File: src/apsp_pkg.sv
`timescale 1ns / 1ps
// ----------------------------------------------------------------------------
// apsp_pkg
// Shared types and constants for the all-pairs shortest path block.
// ----------------------------------------------------------------------------
package apsp_pkg;

    localparam int WEIGHT_BITS = 24;
    localparam int VIDX_BITS   = 6;
    localparam int VCOUNT_BITS = 7;

    localparam logic [VCOUNT_BITS-1:0] VCOUNT_RESET = 7'd64;

    // largest value marks unreachable, finite sums saturate one below it
    localparam logic signed [WEIGHT_BITS-1:0] W_MARK   = {1'b0, {(WEIGHT_BITS-1){1'b1}}};
    localparam logic signed [WEIGHT_BITS-1:0] W_SAT_HI = W_MARK - 1'b1;
    localparam logic signed [WEIGHT_BITS-1:0] W_MIN    = {1'b1, {(WEIGHT_BITS-1){1'b0}}};

    typedef enum logic [1:0] {
        KIND_CLEAR = 2'd0,
        KIND_EDGE  = 2'd1,
        KIND_RELAX = 2'd2,
        KIND_READ  = 2'd3
    } t_kind;

    typedef struct packed {
        t_kind                         kind;
        logic [VIDX_BITS-1:0]          src;
        logic [VIDX_BITS-1:0]          dst;
        logic signed [WEIGHT_BITS-1:0] weight;
    } t_request;

    typedef struct packed {
        t_kind                         ack_kind;
        logic signed [WEIGHT_BITS-1:0] distance;
        logic                          reachable;
    } t_result;

endpackage

File: src/apsp_relax.sv
`timescale 1ns / 1ps
// ----------------------------------------------------------------------------
// apsp_relax
// Shared relaxation unit: saturating path sum, registered, then strict
// less-than compare against the current entry.
// ----------------------------------------------------------------------------
module apsp_relax (
    input  logic                                  i_clk,
    input  logic                                  i_load,
    input  logic signed [apsp_pkg::WEIGHT_BITS-1:0] i_a,
    input  logic signed [apsp_pkg::WEIGHT_BITS-1:0] i_b,
    input  logic signed [apsp_pkg::WEIGHT_BITS-1:0] i_cur,
    output logic signed [apsp_pkg::WEIGHT_BITS-1:0] o_cand,
    output logic                                  o_better
);

    localparam int W = apsp_pkg::WEIGHT_BITS;

    logic signed [W:0]   sum;
    logic signed [W-1:0] n_cand;
    logic signed [W-1:0] r_cand;

    assign sum = {i_a[W-1], i_a} + {i_b[W-1], i_b};

    always_comb begin
        if (i_a == apsp_pkg::W_MARK || i_b == apsp_pkg::W_MARK) begin
            n_cand = apsp_pkg::W_MARK;
        end else if (sum > $signed({apsp_pkg::W_SAT_HI[W-1], apsp_pkg::W_SAT_HI})) begin
            n_cand = apsp_pkg::W_SAT_HI;
        end else if (sum < $signed({apsp_pkg::W_MIN[W-1], apsp_pkg::W_MIN})) begin
            n_cand = apsp_pkg::W_MIN;
        end else begin
            n_cand = sum[W-1:0];
        end
    end

    always_ff @(posedge i_clk) begin
        if (i_load) begin
            r_cand <= n_cand;
        end
    end

    // the marker is the largest value, so it never wins
    assign o_better = r_cand < i_cur;
    assign o_cand   = r_cand;

endmodule

File: config.mk
export PLATFORM = sky130hd
export DESIGN_NAME = apsp_relax
export DESIGN_NICKNAME = d
export VERILOG_FILES = /design/src/apsp_pkg.sv /design/src/apsp_relax.sv
export SDC_FILE = /design/constraint.sdc
export NUM_CORES = 1
export LEC_CHECK = 0
export ABC_AREA = 1
export BUFFER_PORTS_ARGS = -buffer_cell sky130_fd_sc_hd__buf_4
export CAP_MARGIN = 30
export CELL_PAD_IN_SITES_DETAIL_PLACEMENT = 0
export CELL_PAD_IN_SITES_GLOBAL_PLACEMENT = 2
export CORE_ASPECT_RATIO = 0.6
export CORE_MARGIN = 2
export CORE_UTILIZATION = 29
export CTS_BUF_LIST = sky130_fd_sc_hd__clkbuf_4
export CTS_CLUSTER_SIZE = 14
export DETAILED_ROUTE_END_ITERATION = 7
export PLACE_DENSITY_LB_ADDON = 0.1
export SYNTH_ARGS = -nofsm -noshare
export SYNTH_HDL_FRONTEND = slang
export SYNTH_SLANG_ARGS = --single-unit
File: constraint.sdc
create_clock -name i_clk -period 2.9 [get_ports i_clk]
set_clock_uncertainty 0.05 [all_clocks]
set_input_delay 0.145 -clock i_clk [delete_from_list [all_inputs] [get_ports i_clk]]
set_output_delay 0.145 -clock i_clk [all_outputs]
set_load 0.005 [all_outputs]
# Word-level counts from Yosys, hierarchy flattened
# Cells that the tools add are included.
# classes
addsub,1
n_lt_le_gt_ge,3
n_eq_ne,2
mux,2
reduce_logical,2
# op_table
op,n
$eq A24 B24 Y1 const B,2
$add A24 B24 Y25,1
$gt A25 B24 Y1 const B,1
$lt A25 B24 Y1 const B,1
$lt A24 B24 Y1,1
$mux W24,1
$reduce_or A2 Y1,1
$logic_or A1 B1 Y1,1
$mux W1,1
# word_totals
register_bits,24
inputBits,74

# Longest topological paths before layout
# Gate-level depths: netlist (run 1).
# depth
word_depth,4
mapped_depth,19
depth_no_buf,19

# Worst setup path before layout (run 1)
# No wires, ideal clock.
# synth_timing
path_type,input to register
from,input i_a[0] (netlist bit)
to,"register r_cand[10], in the netlist o_cand[10], data pin"
arrival_time_ps,1922
setup_slack_ps,649
cell_stages,15
n_path_buf,1
path_cell_list,ha_1 -> fa_1 -> nand3_1 -> nand2_1 -> nand2_1 -> nand2_1 -> nand2_1 -> nand2_2 -> nand3_2 -> nand3_2 -> xor2_2 -> inv_1 -> nand2_4 -> buf_8 -> nand3_1
# synth_via
elab_chain_len,3
elab_cells_between_ends,7
classes_between,add/sub (1); order compare (2); eq/ne (1); mux (1); reduce/logical (2)
# synth_lines
element,line,rtl
start: declaration,apsp_relax.sv:10,"input logic signed [apsp_pkg::WEIGHT_BITS-1:0] i_a,"
$add A24 B24 Y25 or $eq A24 B24 Y1 (tied branches),"apsp_relax.sv:23, apsp_relax.sv:26",
"$lt A25 B24 Y1, or another cell as far along",apsp_relax.sv:30,"end else if (sum < $signed({apsp_pkg::W_MIN[W-1], apsp_pkg::W_MIN})) begin"
$mux W24 or $reduce_or A2 Y1 (tied branches),-,
end signal: assignment,apsp_relax.sv:39,r_cand <= n_cand;
end: declaration,apsp_relax.sv:21,logic signed [W-1:0] r_cand;
# Several ways; a longest one is shown, not always the timed one.
# A chain may end at the register's enable or synchronous reset.

# Final worst setup path (run 1)
# layout_timing
from,"register r_cand[23], in the netlist o_cand[23]"
to,output o_better
# layout_via
elab_chain_len,1
# layout_lines
element,line,rtl
$lt A24 B24 Y1,apsp_relax.sv:44,assign o_better = r_cand < i_cur;
end: declaration,apsp_relax.sv:14,output logic o_better
# No other way between the ends.

==> results.sh, run 1 <==
export IMPL_grt_overflow=0
export IMPL_nNetsFinal=739
export IMPL_vdd_drop_max_mv=0.162
export IMPL_relSlewSlack_pct=43.7
export IMPL_grt_pass1_vias=3409
export IMPL_wire_per_inst_um=13.7
export IMPL_tightest_slew_ps=843
export IMPL_vias_per_cell=4.53
export IMPL_synth_nets=641
export IMPL_regArea_um2=721
export IMPL_leakage_nw=2.36
export IMPL_drc=0
export IMPL_avgSynthCellArea_um2=6.62
export IMPL_rows=30
export IMPL_netlist_instances=519
export IMPL_worst_ep_arrival_time_ps=2470
export IMPL_seq_area_frac_synth_pct=21.0
export IMPL_dp_cells=772
export IMPL_ant_nets=0
export IMPL_post_cts_buffers=0
export IMPL_hp_start="i_load"
export IMPL_ys_seq_elements=24
export IMPL_crit_required_ps=2710
export IMPL_totalWireLength_um=10700
export IMPL_synth_top_cell_area_share_pct=21.0
export IMPL_htreeDepth=1
export IMPL_power_density_nw_per_um2=369
export IMPL_status="finished clean"
export IMPL_yosys_area_top_type="edfxtp_1"
export IMPL_cp_start_kind="flop"
export IMPL_num_vias=3514
export IMPL_root_buffer="clkbuf_4"
export IMPL_layout_drive_gt1_share_pct=21.5
export IMPL_area_growth_pct=26.5
export IMPL_hold_class="input pin to flop"
export IMPL_die_w_um=145
export IMPL_firstDrtPassIters=4
export IMPL_ys_types=36
export IMPL_ys_warnings_count=0
export IMPL_detailed_place_hpwl_um=9570
export IMPL_synthTopCellsByArea="edfxtp_1, ha_1, nand2_1"
export IMPL_clkTransAtPathRegs_ps=130
export IMPL_multi_input_comb_area_um2=2350
export IMPL_synth_area_um2=3440
export IMPL_fill_cells=1295
export IMPL_grt_antenna_before_repair=0
export IMPL_die_area_um2=12800
export IMPL_period_share_pct=91.9
export IMPL_ys_flop_type="edfxtp_1"
export IMPL_cp_max_fo=3
export IMPL_endpoint_kind="primary output"
export IMPL_clock_sinks=24
export IMPL_initial_core_util_pct=30.1
export IMPL_setup_viol=0
export IMPL_cts_buffer_depth=2
export IMPL_cts_repair_resized=0
export IMPL_synth_edf_count=24
export IMPL_largest_reg_flops=24
export IMPL_grt_usage_pct=17.3
export IMPL_period_minus_slack_ps=2670
export IMPL_dp_slack_ps=-19.8
export IMPL_report_final_slew_viol_count=0
export IMPL_criticalPathCategory="flop to primary output"
export IMPL_cts_tree="done"
export IMPL_final_cells=776
export IMPL_rsz0062_at_grt="no"
export IMPL_die_h_um=88.3
export IMPL_fmax_ghz=0.375
export IMPL_core_area_um2=11400
export IMPL_grt_max_degree=25
export IMPL_max_cap_violations=0
export IMPL_drtIter0Drc=200
export IMPL_final_hold_viol_count=0
export IMPL_ctsHoldBuffers=0
export IMPL_port_buffer_count=98
export IMPL_async_flop_share_pct=0
export IMPL_timing_final_ws_setup_ps=235
export IMPL_critPathLaunch="o_cand[23]$_SDFFCE_PP0P_"
export IMPL_ioPinCount=99
export IMPL_cts_buffers_inserted=3
export IMPL_grt_pass1_wl_um=17300
export IMPL_gp_congestion=0.823
[cells in the mapped netlist, drive strengths merged (3+ instances only)]
| cell | number |
|---|---|
| edfxtp | 24 |
| nor2 | 35 |
| nand3b | 7 |
| inv | 84 |
| o21ai | 10 |
| nand4 | 14 |
| nand3 | 63 |
| buf | 4 |
| nor3 | 7 |
| ha | 47 |
| nand2 | 164 |
| nor4 | 3 |
| xor2 | 3 |
| a21oi | 38 |
[stage by stage]
step / util [%] / total power [mW] / instance area, um2 / hold WS, ps / TNS, ps
2_1_floorplan: - / 1.12 / 3440 / 207 / 0
3_3_place_gp: 37.9 / 1.47 / 4330 / 519 / -27.6
3_5_place_dp: 37.9 / 1.48 / 4330 / 525 / -75.8
4_1_cts: 38.1 / 1.63 / 4350 / 176 / 0
5_1_grt: 38.1 / 1.79 / 4350 / 169 / 0
6_report: 38.1 / 1.61 / 4350 / 185 / 0
[worst max-delay path, stage by stage, from the launching register on]
cell,delay (ps)
edfxtp_1,430
ha_1,340
nand2_1,80
inv_1,50
nand3_1,80
nor3_1,450
o2111ai_1,280
nand2_1,140
xor2_1,150
buf_4,130
[logic make-up after synthesis]
kind of cell / synth area share [%]
simple gates: 39.8
flops: 21.0
buf+inv: 10.8
xor+xnor: 1.24
compound gates: 9.50
fa+ha+maj: 17.7
[layer usage]
| metal | vias up | track usage [%] | wire length [um] |
|---|---|---|---|
| met1 | 1522 | 27.4 | 5890 |
| li1 | 1917 | - | - |
| met3 | 2 | 2.71 | 572 |
| met4 | 0 | 0.530 | 22 |
| met5 | - | 0 | 0 |
| met2 | 73 | 25.9 | 4180 |
[power breakdown]
part / internal [mW] / total, mW / switching (mW)
logic: 0.409 / 0.932 / 0.523
registers: 0.483 / 0.528 / 0.0449
clock network: 0.0488 / 0.147 / 0.0983
total: 0.941 / 1.61 / 0.666
[layout by cell type (no fill, tap or decap), types with 2 or more instances in the layout]
| cell type | instances |
|---|---|
| nor3_2 | 2 |
| clkbuf_4 | 3 |
| a21oi_2 | 2 |
| nand2_2 | 7 |
| nor2_2 | 2 |
| a21oi_1 | 36 |
| nand3_1 | 51 |
| nand3_2 | 12 |
| inv_2 | 2 |
| ha_1 | 47 |
| nand2_1 | 156 |
| nor4_1 | 3 |
| o21ai_0 | 9 |
| a21boi_0 | 2 |
| nor3_1 | 5 |
| o211ai_1 | 2 |
| nor2_1 | 33 |
| edfxtp_1 | 24 |
| buf_4 | 99 |
| o21bai_1 | 2 |
| nand3b_1 | 7 |
| nand4_1 | 14 |
| inv_1 | 82 |
| xor2_1 | 2 |
[layout make-up]
| cell class | count | share of cell area (%) |
|---|---|---|
| repair buffers | 99 | 17.1 |
| inverters | 84 | 7.25 |
| diodes | 1 | 0.0575 |
| well taps | 160 | 4.60 |
| flip-flops and latches | 24 | 16.6 |
| multi-input cells | 405 | 53.9 |
| clock buffers | 3 | 0.518 |
[final timing paths]
path	endpoint	cells past startpoint
worst min-delay path	o_cand[12]$_SDFFCE_PP1P_	1
worst max-delay path	o_better	9
No activity file was read; power rests on OpenSTA's default activity.
==> run 2: changes to the inputs <==
==> constraint.sdc (replaced) <==
create_clock -name i_clk -period 2.9 [get_ports i_clk]
set_clock_uncertainty 0.05 [all_clocks]
set_input_delay 0 -clock i_clk [delete_from_list [all_inputs] [get_ports i_clk]]
set_output_delay 0 -clock i_clk [all_outputs]
set_load 0.005 [all_outputs]
==> results.sh, run 2 (synthesized netlist as in run 1, its figures left out) <==
export IMPL_clkTransAtPathRegs_ps=130
export IMPL_ctsHoldBuffers=0
export IMPL_period_minus_slack_ps=2480
export IMPL_core_area_um2=11400
export IMPL_fin_setup_tns_ps=0
export IMPL_dp_cells=771
export IMPL_firstDrtPassIters=5
export IMPL_clock_sinks=24
export IMPL_hold_class="input pin to flop"
export IMPL_grt_pass1_vias=3356
export IMPL_period_share_pct=85.4
export IMPL_tightest_slew_ps=834
export IMPL_cts_tree="done"
export IMPL_initial_core_util_pct=30.1
export IMPL_drtIter0Drc=163
export IMPL_grt_max_degree=25
export IMPL_crit_required_ps=2890
export IMPL_cts_buffer_depth=2
export IMPL_die_h_um=88.3
export IMPL_cp_start_kind="input pin"
export IMPL_report_final_slew_viol_count=0
export IMPL_final_hold_viol_count=0
export IMPL_cts_buffers_inserted=3
export IMPL_vdd_drop_max_mv=0.200
export IMPL_layout_common_cells="nand2_1, buf_4, inv_1, nand3_1, ha_1"
export IMPL_whs_ps=33.4
export IMPL_drc=0
export IMPL_setup_viol=0
export IMPL_layout_drive_gt1_share_pct=21.3
export IMPL_root_buffer="clkbuf_4"
export IMPL_final_cells=774
export IMPL_ant_nets=0
export IMPL_rsz0062_at_grt="no"
export IMPL_wire_per_inst_um=14.1
export IMPL_htreeDepth=1
export IMPL_grt_antenna_before_repair=0
export IMPL_fin_util_pct=38.0
export IMPL_die_w_um=145
export IMPL_detailed_place_hpwl_um=9750
export IMPL_status="finished clean"
export IMPL_gp_congestion=0.817
export IMPL_antenna_cells=0
export IMPL_relSlewSlack_pct=44.3
export IMPL_nNetsFinal=738
export IMPL_grt_pass1_wl_um=17400
export IMPL_ioPinCount=99
export IMPL_grt_usage_pct=17.6
export IMPL_endpoint_kind="flop"
export IMPL_worst_ep_arrival_time_ps=2470
export IMPL_fmax_ghz=0.404
export IMPL_criticalPathCategory="input pin to flop"
export IMPL_die_area_um2=12800
export IMPL_largest_reg_flops=24
export IMPL_port_buffer_count=98
export IMPL_rows=30
export IMPL_cts_repair_resized=0
export IMPL_final_common_cell="nand2_1"
export IMPL_grt_overflow=0
export IMPL_max_cap_violations=0
export IMPL_post_cts_buffers=0
export IMPL_num_vias=3565
export IMPL_vias_per_cell=4.61
export IMPL_power_density_nw_per_um2=372
export IMPL_timing_final_ws_setup_ps=423
export IMPL_totalWireLength_um=10900
export IMPL_area_growth_pct=26.2
export IMPL_cp_max_fo=22
export IMPL_leakage_nw=2.35
export IMPL_dp_slack_ps=59.1
run 2: changes by cell type in the layout (fill, tap and decap cells not counted), sizes merged:
cell and delta:
buf -1, diode -1
run 2: final timing paths:
| kind | from | end | slack [ps] | cells past startpoint |
|---|---|---|---|---|
| worst min-delay path | i_load | o_cand[4]$_SDFFCE_PP1P_ | 30 | 1 |
| worst max-delay path | i_a[0] | o_cand[16]$_SDFFCE_PP1P_ | 420 | 15 |
run 2: per-layer routing:
| layer | routed length [um] | up-vias | part of all wire (%) | GRT usage, % |
|---|---|---|---|---|
| li1 | - | 1919 | - | - |
| met1 | 6190 | 1566 | 57 | 27.9 |
| met2 | 4240 | 78 | 39 | 26.3 |
| met3 | 463 | 2 | 4.2 | 2.76 |
| met4 | 23 | 0 | 0.21 | 0.618 |
| met5 | 0 | - | 0 | 0 |
run 2: where the power goes:
| part | switching [mW] | internal, mW | leakage (nW) | total, mW |
|---|---|---|---|---|
| combinational | 0.532 | 0.408 | 2.10 | 0.940 |
| sequential | 0.0432 | 0.483 | 0.236 | 0.526 |
| clock | 0.0990 | 0.0488 | 0.0138 | 0.148 |
run 2: metrics by stage:
stage / total power [mW] / cell area (um2)
finish: 1.61 / 4340
detailed placement: 1.48 / 4320
global placement: 1.48 / 4320
floorplan: 1.12 / 3440
global route: 1.79 / 4340
CTS: 1.63 / 4340
run 2: area by class of cell:
type / count / area (um2)
clock buffer: 3 / 22.5
fill: 1253 / 7070
inverter: 84 / 315
multi-input combinational: 405 / 2350
sequential: 24 / 721
tap: 160 / 200
timing repair buffer: 98 / 736
run 2: worst max-delay path, cell delays in order:
cell,delay [ps]
buf_4,110
ha_1,230
fa_1,420
nand3_1,130
nand2_1,90
nand2_1,100
nand2_1,90
nand2_1,160
nand2_2,100
nand3_2,80
nand3_2,80
xor2_2,290
nand2_2,310
nand3_1,170
nand3_1,100
